`src/assert_macros.svh`:
```
// Assertion macros shared by the windowed content match RTL.
// Define ASSERT_OFF to compile every check away.
`ifndef ASSERT_MACROS_SVH
`define ASSERT_MACROS_SVH
`ifndef ASSERT_OFF
`define ASSERT_PROP(label, clk, rst, prop) \
  label: assert property (@(posedge clk) disable iff (rst) prop) \
    else $error("property violated");
`define ASSERT_NEVER(label, clk, rst, cond) \
  label: assert property (@(posedge clk) disable iff (rst) !(cond)) \
    else $error("forbidden condition seen");
`else
`define ASSERT_PROP(label, clk, rst, prop)
`define ASSERT_NEVER(label, clk, rst, cond)
`endif
`endif

```
`src/wcm_pkg.sv`:
```
`timescale 1ns / 1ps
// Package for the windowed content match unit: sizes, payload and
// configuration types, register indexes and the case folding function.
package wcm_pkg;

  localparam int PATTERN_MAX    = 8;
  localparam int POSITION_WIDTH = 16;
  localparam int LEN_W          = $clog2(PATTERN_MAX + 1);
  localparam int PAT_IDX_W      = (PATTERN_MAX > 1) ? $clog2(PATTERN_MAX) : 1;
  localparam int SPAN_W         = 16;
  localparam int CFG_DATA_W     = 64;

  // anchor_flags bit positions
  localparam int ANCHOR_OFFSET   = 0;
  localparam int ANCHOR_DEPTH    = 1;
  localparam int ANCHOR_DISTANCE = 2;
  localparam int ANCHOR_WITHIN   = 3;

  localparam logic [7:0] ASCII_UPPER_A = 8'h41;
  localparam logic [7:0] ASCII_UPPER_Z = 8'h5A;
  localparam logic [7:0] ASCII_CASE_GAP = 8'h20;

  typedef enum logic [2:0] {
    REG_PATTERN_BYTES    = 3'd0,
    REG_PATTERN_LENGTH   = 3'd1,
    REG_CASE_INSENSITIVE = 3'd2,
    REG_ANCHOR_FLAGS     = 3'd3,
    REG_START_OFFSET     = 3'd4,
    REG_DEPTH_SPAN       = 3'd5,
    REG_DISTANCE_GAP     = 3'd6,
    REG_WITHIN_SPAN      = 3'd7
  } reg_index_t;

  typedef struct packed {
    logic [7:0]                data_byte;
    logic                      last_byte;
    logic [POSITION_WIDTH-1:0] prior_end;
  } item_t;

  typedef struct packed {
    logic                      found;
    logic [POSITION_WIDTH-1:0] end_pos;
  } result_t;

  // Window bound settings seen by the position tracker
  typedef struct packed {
    logic [LEN_W-1:0]  pattern_length;
    logic [3:0]        anchor_flags;
    logic [SPAN_W-1:0] start_offset;
    logic [SPAN_W-1:0] depth_span;
    logic [SPAN_W-1:0] distance_gap;
    logic [SPAN_W-1:0] within_span;
  } bounds_cfg_t;

  function automatic logic [7:0] fold_byte(input logic [7:0] b, input logic en);
    if (en && b >= ASCII_UPPER_A && b <= ASCII_UPPER_Z) begin
      return b + ASCII_CASE_GAP;
    end
    return b;
  endfunction

endpackage

```
`src/wcm_cell.sv`:
```
`timescale 1ns / 1ps
// One cell of the byte window chain: holds one buffer byte and compares the
// byte it is taking in against its pattern byte. Uses wcm_pkg.
module wcm_cell import wcm_pkg::*; (
  input  logic       clk,
  input  logic       shift_en,
  input  logic [7:0] byte_in,
  output logic [7:0] byte_out,
  input  logic [7:0] pat_byte,
  input  logic       fold_en,
  input  logic       active,
  output logic       match
);

  logic [7:0] held;

  always_ff @(posedge clk) begin
    if (shift_en) begin
      held <= byte_in;
    end
  end

  assign byte_out = held;
  // An unused cell never blocks a match
  assign match = !active || (fold_byte(byte_in, fold_en) == fold_byte(pat_byte, fold_en));

endmodule

```
`src/wcm_tracker.sv`:
```
`timescale 1ns / 1ps
// Position tracker: byte counter, window bound check and first hit capture
// for one buffer. Uses wcm_pkg and assert_macros.svh.
`include "assert_macros.svh"
module wcm_tracker import wcm_pkg::*; (
  input  logic                      clk,
  input  logic                      rst,
  input  logic                      accept,
  input  logic                      last_byte,
  input  logic [POSITION_WIDTH-1:0] prior_end,
  input  logic                      all_match,
  input  bounds_cfg_t               cfg,
  output result_t                   result
);

  localparam int W = POSITION_WIDTH + 1;
  localparam logic [POSITION_WIDTH-1:0] PosMax = '1;

  logic [POSITION_WIDTH-1:0] byte_position, byte_position_next;
  logic                      hit_seen, hit_seen_next;
  logic [POSITION_WIDTH-1:0] first_end, first_end_next;

  logic          can_take;
  logic [W-1:0]  pos_end, len_w, first_pos, start_pos, prev_w, dbase;
  logic          len_ok, within_ok, depth_ok, hit, new_hit;

  always_comb begin
    can_take  = byte_position != PosMax;
    pos_end   = {1'b0, byte_position} + W'(1);
    len_w     = W'(cfg.pattern_length);
    len_ok    = (cfg.pattern_length != '0) && (cfg.pattern_length <= LEN_W'(PATTERN_MAX));
    first_pos = pos_end - len_w;
    prev_w    = W'(prior_end);

    priority if (cfg.anchor_flags[ANCHOR_DISTANCE]) begin
      start_pos = prev_w + W'(cfg.distance_gap);
    end else if (cfg.anchor_flags[ANCHOR_OFFSET]) begin
      start_pos = W'(cfg.start_offset);
    end else begin
      start_pos = prev_w;
    end

    dbase     = cfg.anchor_flags[ANCHOR_OFFSET] ? W'(cfg.start_offset) : '0;
    within_ok = !(cfg.anchor_flags[ANCHOR_WITHIN] &&
                  (prev_w + W'(cfg.within_span) < pos_end));
    depth_ok  = !(cfg.anchor_flags[ANCHOR_DEPTH] &&
                  (dbase + W'(cfg.depth_span) < pos_end));

    hit     = len_ok && (pos_end >= len_w) && (first_pos >= start_pos) &&
              within_ok && depth_ok && all_match;
    new_hit = can_take && !hit_seen && hit;

    result.found   = hit_seen || new_hit;
    result.end_pos = hit_seen ? first_end :
                     (new_hit ? pos_end[POSITION_WIDTH-1:0] : '0);

    byte_position_next = byte_position;
    hit_seen_next      = hit_seen;
    first_end_next     = first_end;
    if (accept) begin
      if (last_byte) begin
        byte_position_next = '0;
        hit_seen_next      = 1'b0;
        first_end_next     = '0;
      end else begin
        if (new_hit) begin
          hit_seen_next  = 1'b1;
          first_end_next = pos_end[POSITION_WIDTH-1:0];
        end
        if (can_take) begin
          byte_position_next = byte_position + POSITION_WIDTH'(1);
        end
      end
    end
  end

  always_ff @(posedge clk) begin
    if (rst) begin
      byte_position <= '0;
      hit_seen      <= 1'b0;
      first_end     <= '0;
    end else begin
      byte_position <= byte_position_next;
      hit_seen      <= hit_seen_next;
      first_end     <= first_end_next;
    end
  end

  `ASSERT_PROP(a_clear_after_last, clk, rst, accept && last_byte |=> byte_position == '0 && !hit_seen)
  `ASSERT_NEVER(a_hit_end_valid, clk, rst, hit_seen && (first_end == '0 || first_end > byte_position))
  `ASSERT_PROP(a_position_advances, clk, rst, accept && !last_byte && can_take |=> byte_position == $past(byte_position) + POSITION_WIDTH'(1))

endmodule

```
`src/windowed_content_match_unit.sv`:
```
`timescale 1ns / 1ps
// Windowed content match unit: one buffer byte per cycle, answer on last byte.
// The result is registered and valid in the cycle after the last byte's transfer.
// Throughput: one byte per cycle, one answer per buffer; a last byte waits only
// while the previous answer is still held by a stalled result port.
// Reset (synchronous, rst high): registers to defaults, counters cleared,
// no result pending. Uses wcm_pkg, wcm_cell, wcm_tracker, assert_macros.svh.
`include "assert_macros.svh"
module windowed_content_match_unit import wcm_pkg::*; (
  input  logic                  clk,
  input  logic                  rst,
  // byte stream
  input  logic                  item_valid,
  output logic                  item_stall,
  input  item_t                 item,
  // result stream
  output logic                  result_valid,
  input  logic                  result_stall,
  output result_t               result,
  // configuration writes
  input  logic                  cfg_valid,
  output logic                  cfg_ready,
  input  reg_index_t            cfg_index,
  input  logic [CFG_DATA_W-1:0] cfg_data
);

  // Configuration registers
  logic [PATTERN_MAX-1:0][7:0] pattern_bytes;
  logic [LEN_W-1:0]            pattern_length;
  logic                        case_insensitive;
  logic [3:0]                  anchor_flags;
  logic [SPAN_W-1:0]           start_offset;
  logic [SPAN_W-1:0]           depth_span;
  logic [SPAN_W-1:0]           distance_gap;
  logic [SPAN_W-1:0]           within_span;

  logic                        item_accept;
  logic [PATTERN_MAX-1:0][7:0] chain_in;
  logic [PATTERN_MAX-1:0]      cell_match;
  bounds_cfg_t                 bounds_cfg;
  result_t                     tracker_result;

  assign cfg_ready = 1'b1;

  always_ff @(posedge clk) begin
    if (rst) begin
      pattern_bytes    <= '0;
      pattern_length   <= LEN_W'(1);
      case_insensitive <= 1'b0;
      anchor_flags     <= '0;
      start_offset     <= '0;
      depth_span       <= '0;
      distance_gap     <= '0;
      within_span      <= '0;
    end else if (cfg_valid && cfg_ready) begin
      unique case (cfg_index)
        REG_PATTERN_BYTES:    pattern_bytes    <= cfg_data[PATTERN_MAX*8-1:0];
        REG_PATTERN_LENGTH:   pattern_length   <= cfg_data[LEN_W-1:0];
        REG_CASE_INSENSITIVE: case_insensitive <= cfg_data[0];
        REG_ANCHOR_FLAGS:     anchor_flags     <= cfg_data[3:0];
        REG_START_OFFSET:     start_offset     <= cfg_data[SPAN_W-1:0];
        REG_DEPTH_SPAN:       depth_span       <= cfg_data[SPAN_W-1:0];
        REG_DISTANCE_GAP:     distance_gap     <= cfg_data[SPAN_W-1:0];
        REG_WITHIN_SPAN:      within_span      <= cfg_data[SPAN_W-1:0];
        default: ;
      endcase
    end
  end

  // Hold only a last byte while a result still waits: every other byte
  // produces nothing and may pass straight through.
  assign item_stall  = result_valid && result_stall && item.last_byte;
  assign item_accept = item_valid && !item_stall;

  // Byte window: cell 0 takes the new byte, each cell hands its byte on to
  // the next. Cell k compares the byte it takes in (the window entry k after
  // the shift) against pattern byte length-1-k.
  assign chain_in[0] = item.data_byte;

  for (genvar k = 0; k < PATTERN_MAX; k++) begin : g_cell
    localparam logic [LEN_W-1:0] CellIdx = LEN_W'(k);
    logic             active;
    logic [LEN_W-1:0] pat_sel;

    assign active  = CellIdx < pattern_length;
    assign pat_sel = pattern_length - CellIdx - LEN_W'(1);

    if (k < PATTERN_MAX - 1) begin : g_link
      wcm_cell u_cell (
        .clk      (clk),
        .shift_en (item_accept),
        .byte_in  (chain_in[k]),
        .byte_out (chain_in[k+1]),
        .pat_byte (pattern_bytes[pat_sel[PAT_IDX_W-1:0]]),
        .fold_en  (case_insensitive),
        .active   (active),
        .match    (cell_match[k])
      );
    end else begin : g_tail
      // The tail cell's held byte is never needed again: drop it
      wcm_cell u_cell (
        .clk      (clk),
        .shift_en (item_accept),
        .byte_in  (chain_in[k]),
        .byte_out (),
        .pat_byte (pattern_bytes[pat_sel[PAT_IDX_W-1:0]]),
        .fold_en  (case_insensitive),
        .active   (active),
        .match    (cell_match[k])
      );
    end
  end

  assign bounds_cfg = '{
    pattern_length: pattern_length,
    anchor_flags:   anchor_flags,
    start_offset:   start_offset,
    depth_span:     depth_span,
    distance_gap:   distance_gap,
    within_span:    within_span
  };

  wcm_tracker u_tracker (
    .clk       (clk),
    .rst       (rst),
    .accept    (item_accept),
    .last_byte (item.last_byte),
    .prior_end (item.prior_end),
    .all_match (&cell_match),
    .cfg       (bounds_cfg),
    .result    (tracker_result)
  );

  // Output register: load on a last byte's transfer, drop once transferred.
  always_ff @(posedge clk) begin
    if (rst) begin
      result_valid <= 1'b0;
    end else if (item_accept && item.last_byte) begin
      result_valid <= 1'b1;
    end else if (!result_stall) begin
      result_valid <= 1'b0;
    end
  end

  always_ff @(posedge clk) begin
    if (item_accept && item.last_byte) begin
      result <= tracker_result;
    end
  end

  `ASSERT_PROP(a_last_gives_result, clk, rst, item_accept && item.last_byte |=> result_valid)
  `ASSERT_NEVER(a_no_overwrite, clk, rst, item_accept && item.last_byte && result_valid && result_stall)
  `ASSERT_PROP(a_miss_has_zero_end, clk, rst, result_valid && !result.found |-> result.end_pos == '0)

endmodule
```
`config.mk`:
```
export PLATFORM = sky130hd
export DESIGN_NAME = windowed_content_match_unit
export DESIGN_NICKNAME = d
export VERILOG_FILES = /design/src/wcm_pkg.sv /design/src/wcm_cell.sv /design/src/wcm_tracker.sv /design/src/windowed_content_match_unit.sv
export VERILOG_INCLUDE_DIRS = /design/src /design/src/src
export SDC_FILE = /design/constraint.sdc
export NUM_CORES = 1
export LEC_CHECK = 0
export BUFFER_PORTS_ARGS = -buffer_cell sky130_fd_sc_hd__buf_2
export CORE_MARGIN = 2
export CORE_UTILIZATION = 65
export CTS_CLUSTER_DIAMETER = 100
export CTS_CLUSTER_SIZE = 10
export DETAILED_ROUTE_END_ITERATION = 6
export PLACE_DENSITY = 0.85
export SYNTH_ARGS = -nofsm -noshare
export SYNTH_HDL_FRONTEND = slang
export SYNTH_HIERARCHICAL = 1
export SYNTH_SLANG_ARGS = --single-unit
```
`constraint.sdc`:
```
create_clock -name clk -period 15.93 [get_ports clk]
set_input_delay 1.593 -clock clk [delete_from_list [all_inputs] [get_ports clk]]
set_output_delay 1.593 -clock clk [all_outputs]
set_load 0.02 [all_outputs]
```
==> Word-level counts from Yosys, hierarchy flattened <==
Index checks and enable logic that the tools add are counted.
W data, S select, Z words.
{ "classes": {"add_sub_neg": 36, "n_lt_le_gt_ge": 53, "eq_ne": 17, "muxes": 77, "n_reduce_logical": 82} }
{ "op_table": {"columns": ["op", "count"], "rows": [
  ["$mux W8", 40],
  ["$bmux W8 S3", 8],
  ["$add A8 B6 Y8 const B", 16],
  ["$ge A8 B7 Y1 const B", 16],
  ["$le A8 B7 Y1 const B", 16],
  ["$mux W16", 8],
  ["$eq A8 B8 Y1", 8],
  ["$logic_and A1 B1 Y1", 46],
  ["$add A16 B16 Y17", 2],
  ["$lt A17 B17 Y1", 2],
  ["$lt A3 B4 Y1 const B", 8],
  ["$sub A3 B1 Y3 const B", 8],
  ["$mux W1", 20],
  ["$reduce_and A2 Y1", 10],
  ["$add A16 B1 Y17 const B", 1],
  ["$add A17 B16 Y17", 1],
  ["$ge A17 B17 Y1", 1],
  ["$ge A17 B4 Y1", 1],
  ["$mux W17", 1],
  ["$sub A17 B4 Y17", 1],
  ["$add A16 B1 Y16 const B", 1],
  ["$lt A3 B4 Y1 const A", 4],
  ["$ne A16 B16 Y1 const B", 1],
  ["$eq A3 B3 Y1 const B", 4],
  ["14 further kinds", 41]
]} }
{ "word_totals": {"regBits": 244, "inputBits": 97, "out_inout_bits": 20, "word_cells": 293} }

==> Depth between registers and ports, before layout <==
{ "logic_depth": {"ltp_word": 16, "depth_mapped": 27, "depth_no_buf": 21} }

==> Hierarchy <==
The synthesis kept the hierarchy.
{ "by_module_without_submodules": {"columns": ["module", "instances", "cells_per_inst", "area_per_inst_um2", "seq_area_each_um2"], "rows": [
  ["windowed_content_match_unit", 1, 901, 8220.4, 3273.1],
  ["wcm_tracker", 1, 771, 5923.2, 660.6],
  ["wcm_cell", 8, 47, 533.0, 240.2]
]} }

==> Worst setup path before layout <==
Ideal clock, no wire load.
{ "synth_path": {"path_type": "input to register", "from": "input item[16] (netlist bit)", "to": "register u_tracker.byte_position[12]", "setup_ps": 128, "arrival_ps": 6236, "t_required_ps": 15802, "slack_ps": 9567, "cell_stages": 6, "n_path_buf": 1, "cell_sequence": "and3_1 > nor2b_1 > o21ai_0 > clkbuf_1 > a21oi_1 > nor2_1"} }
{ "synth_between": {"elab_chain_cells": 4, "elab_cells_between_ends": 6, "cone_classes": "1 x mux; 5 x reduce/logical"} }
{ "synth_lines": {"columns": ["item", "line_no", "text"], "rows": [
  ["from (decl)", "windowed_content_match_unit.sv:15", "input item_t item,"],
  ["$logic_and A1 B1 Y1", "windowed_content_match_unit.sv:72", "assign item_stall = result_valid && result_stall && item.last_byte;"],
  ["$logic_not A1 Y1", "windowed_content_match_unit.sv:73", "assign item_accept = item_valid && !item_stall;"],
  ["$logic_and A1 B1 Y1", "windowed_content_match_unit.sv:73", null],
  ["via item_accept", "windowed_content_match_unit.sv:37", "logic item_accept;"],
  ["$reduce_and A2 Y1 (no line)", null, null],
  ["to (signal assigned)", "wcm_tracker.sv:83", "byte_position <= byte_position_next;"],
  ["to (decl)", "wcm_tracker.sv:19", "logic [POSITION_WIDTH-1:0] byte_position, byte_position_next;"]
]} }
The timed path passes the listed nets, and every way through them passes these cells.
A chain may end at the register's enable or synchronous reset.

==> Worst setup path in the final report <==
{ "layout_path": {"from": "register pattern_length[1]", "to": "register u_tracker.first_end[5]"} }
{ "layout_between": {"elab_chain_cells": 16, "elab_cells_between_ends": 141, "cone_classes": "23 x add/sub; 27 x order compare; 8 x eq/ne; 40 x mux; 43 x reduce/logical"} }
{ "layout_lines": {"columns": ["item", "line_no", "text"], "rows": [
  ["from (decl)", "windowed_content_match_unit.sv:29", "logic [LEN_W-1:0] pattern_length;"],
  ["from (signal assigned)", "windowed_content_match_unit.sv:58", "REG_PATTERN_LENGTH: pattern_length <= cfg_data[LEN_W-1:0];"],
  ["$sub A3 B3 Y3", "windowed_content_match_unit.sv:86", "assign pat_sel = pattern_length - CellIdx - LEN_W'(1);"],
  ["$sub A3 B1 Y3", "windowed_content_match_unit.sv:86", null],
  ["$bmux W8 S3", "windowed_content_match_unit.sv:94", ".pat_byte (pattern_bytes[pat_sel[PAT_IDX_W-1:0]]),"],
  ["$mux W8 (not written as such)", "windowed_content_match_unit.sv:94", null],
  ["$ge A8 B7 Y1", "wcm_pkg.sv:56", "if (en && b >= ASCII_UPPER_A && b <= ASCII_UPPER_Z) begin"],
  ["$logic_and A1 B1 Y1 (2 in series)", "wcm_pkg.sv:56", null],
  ["$mux W1", "wcm_pkg.sv:56", null],
  ["$mux W8", "wcm_pkg.sv:59", "return b;"],
  ["$eq A8 B8 Y1", "wcm_cell.sv:25", "assign match = !active || (fold_byte(byte_in, fold_en) == fold_byte(pat_byte, fold_en));"],
  ["$logic_or A1 B1 Y1 (*)", "wcm_cell.sv:25", null],
  ["via cell_match[6]", "windowed_content_match_unit.sv:39", "logic [PATTERN_MAX-1:0] cell_match;"],
  ["$reduce_and A8 Y1 (*)", "windowed_content_match_unit.sv:129", ".all_match (&cell_match),"],
  ["$logic_and A1 B1 Y1 (*)", "wcm_tracker.sv:50", "within_ok && depth_ok && all_match;"],
  ["$logic_and A1 B1 Y1 (*)", "wcm_tracker.sv:51", "new_hit = can_take && !hit_seen && hit;"],
  ["$reduce_bool A2 Y1 (no line) (*)", null, null],
  ["$reduce_and A2 Y1 (no line) (*)", null, null],
  ["to (signal assigned)", "wcm_tracker.sv:85", "first_end <= first_end_next;"],
  ["to (decl)", "wcm_tracker.sv:21", "logic [POSITION_WIDTH-1:0] first_end, first_end_next;"]
]} }
Mark *: on every way through the listed nets, which the timed path passes. The rest lies on a longest branch. The select of a mux whose other input is x is not followed.

==> impl_metrics.env <==
export IMPL_status="finished with violations"
export IMPL_violations="design-rule violations"
export IMPL_gp_congestion=0.995
export IMPL_nNetsFinal=2314
export IMPL_num_vias=16229
export IMPL_register_area_um2=5620
export IMPL_drt_pass1_iter_count=7
export IMPL_clockBufferDepth=3
export IMPL_fill_cells=2185
export IMPL_fin_ws_ns=8.87
export IMPL_viasPerCell=6.54
export IMPL_drive_above_1_share_pct=16.8
export IMPL_htree_num_levels=1
export IMPL_insertion_delay_ns=0.55
export IMPL_grt_overflow=0
export IMPL_holdPathEnd="start_offset[11]"
export IMPL_syn_inst=2040
export IMPL_cp_required_ns=16.37
export IMPL_holdBufCountCts=0
export IMPL_yosysWarnings=6
export IMPL_seqPwrFrac_pct=45.3
export IMPL_post_cts_setup_buffers=0
export IMPL_clock_fmax_mhz=142
export IMPL_grt_pass1_vias=15225
export IMPL_die_w_um=171
export IMPL_cts_clk_slew_worst_paths_ns=0.06
export IMPL_instances_no_fill=2481
export IMPL_antenna_left=0
export IMPL_netlist_area_um2=18200
export IMPL_switchingPower_mw=0.404
export IMPL_multi_input_area_um2=11900
export IMPL_grt_use_total_pct=35.0
export IMPL_cts_tree="done"
export IMPL_crit_path_end_kind="flop"
export IMPL_start_util_pct=65.8
export IMPL_hpwl_mm=37.7
export IMPL_finClkSkew_ns=0.0114
export IMPL_ir_worst_vdd_mv=0.101
export IMPL_rsz0062_at_grt="false"
export IMPL_reg2reg_slack_ns=8.87
export IMPL_r2r_end="u_tracker/first_end[5]"
export IMPL_comb_power_share_pct=14.9
export IMPL_core_um2=27600
export IMPL_relSlewSlack_pct=18.9
export IMPL_cts_resized=0
export IMPL_root_buffer="clkbuf_16"
export IMPL_die_y_um=171
export IMPL_drt_iter0_markers=2180
export IMPL_fin_util_pct=71.2
export IMPL_cts_sinks=244
export IMPL_routed_wl_mm=51.4
export IMPL_synth_nets=2264
export IMPL_hold_path_cell_count=2
export IMPL_num_rows=61
export IMPL_post_route_period_util_pct=44.3
export IMPL_antenna_found_initial=0
export IMPL_critPathKind="reg2reg"
export IMPL_drv_cap=0
export IMPL_finalSetupViolCount=0
export IMPL_hp_start="start_offset[11]"
export IMPL_ios=117
export IMPL_arrival_ns=7.50
export IMPL_syn_area_per_cell_um2=8.91
export IMPL_clockPowerShare_pct=39.8
export IMPL_timing_rr_start="pattern_length[1]"
export IMPL_max_slew_worst_pin_slew_ns=1.21
export IMPL_preCtsSetupSlack_ns=9.12
export IMPL_rr_worst_depth=21
export IMPL_die_area_um2=29300
export IMPL_sw_frac_of_total_pct=26.8
export IMPL_finalHoldViolations=0
export IMPL_power_density_nw_per_um2=76.5
export IMPL_drv_slew=0
export IMPL_hp_class="reg2reg"
export IMPL_diodes=0
export IMPL_grt_max_degree=97
export IMPL_wl_per_cell_um=20.7
export IMPL_drc=1
export IMPL_place_inst=2438
export IMPL_critical_path_peak_fanout=48
export IMPL_p_leak_nw=7.52
export IMPL_fin_setup_tns_ns=0
export IMPL_p_int_mw=1.10
export IMPL_grt_pass1_wl_mm=80.8
export IMPL_fin_hold_ws_ns=0.451
export IMPL_area_delta_synth_final_pct=8.26
export IMPL_start_kind="flop"
export IMPL_port_buffers=115
export IMPL_period_needed_ns=7.06
export IMPL_cts_buffers=28
[placed cells by master, fill, tap and decap left out, types with 13 or more instances in the layout]
cell,n
or3b_2,14
o311ai_1,14
o21ai_0,94
a21o_1,22
o31ai_1,15
a31oi_1,13
edfxtp_1,73
mux2i_1,28
mux4_2,56
clkbuf_16,29
and2_1,23
nand4_1,17
nor2b_1,17
or4_1,16
dfxtp_1,169
buf_2,114
a21oi_1,209
nand3_1,39
nor2_1,103
xnor2_1,100
buf_4,16
nand2b_1,14
mux2_2,64
ha_1,122
xor2_1,60
or4b_1,15
inv_1,31
nor3_1,24
nand2_1,382
[worst max-delay path by stage]
stage / start / endpoint / slack, ns
global route: pattern_length[1] / result[14] / 8.41
floorplan: item[16] / u_tracker/byte_position[12] / 10.0
global placement: pattern_length[1] / u_tracker/first_end[7] / 9.30
detailed placement: pattern_length[1] / result[10] / 9.12
finish: pattern_length[1] / u_tracker/first_end[5] / 8.87
CTS: pattern_length[1] / result[14] / 9.04
[final cells by class]
class	instances	share of cell area, %
multi-input cells	1650	60.7
flip-flops and latches	244	28.6
clock buffers	42	3.99
repair buffers	130	3.51
well taps	378	2.40
inverters	36	0.687
clock inverters	1	0.153
[layer usage]
metal / track usage [%] / share of wire, % / vias to the layer above
li1: - / - / 7496
met1: 50.1 / 42 / 7730
met2: 52.6 / 43 / 872
met3: 7.18 / 11 / 131
met4: 12.2 / 3.3 / 0
met5: 0 / 0 / -
[state kept, by name (all words and copies together) (netlist names), 4 cells and up]
register / count
pattern_bytes: 64
g_cell.g_link.u_cell/byte_out: 56
result: 17
depth_span: 16
distance_gap: 16
start_offset: 16
u_tracker/byte_position: 16
u_tracker/first_end: 16
within_span: 16
anchor_flags: 4
pattern_length: 4
[stage by stage]
step | power [mW] | area (um^2)
3_5_place_dp | 0.910 | 18900
2_1_floorplan | 0.845 | 18200
6_report | 1.50 | 19700
5_1_grt | 1.55 | 19700
3_3_place_gp | 0.901 | 18900
4_1_cts | 1.50 | 19700
[worst max-delay path: stages (launching register included)]
cell	delay, ns
dfxtp_1	0.34
clkinv_1	0.38
ha_2	0.74
buf_4	0.55
mux2_2	0.41
mux2i_1	0.33
o21ai_0	0.25
or4_1	0.59
o22ai_2	0.28
o21ai_0	0.22
xor2_1	0.19
a32oi_1	0.12
o31ai_1	0.26
nand4_1	0.12
nor2_1	0.18
nor4b_1	0.23
and4_1	0.24
o41ai_1	0.11
nor4_2	0.21
buf_4	0.26
inv_1	0.41
o311ai_1	0.46
[power groups by stage]
stage | Sequential, mW | Clock, mW | Combinational, mW
floorplan | 0.687 | 0 | 0.159
global placement | 0.692 | 0 | 0.209
detailed placement | 0.693 | 0 | 0.217
CTS | 0.680 | 0.604 | 0.219
global route | 0.683 | 0.624 | 0.244
finish | 0.681 | 0.599 | 0.225
(Power assumes the default switching activity.)
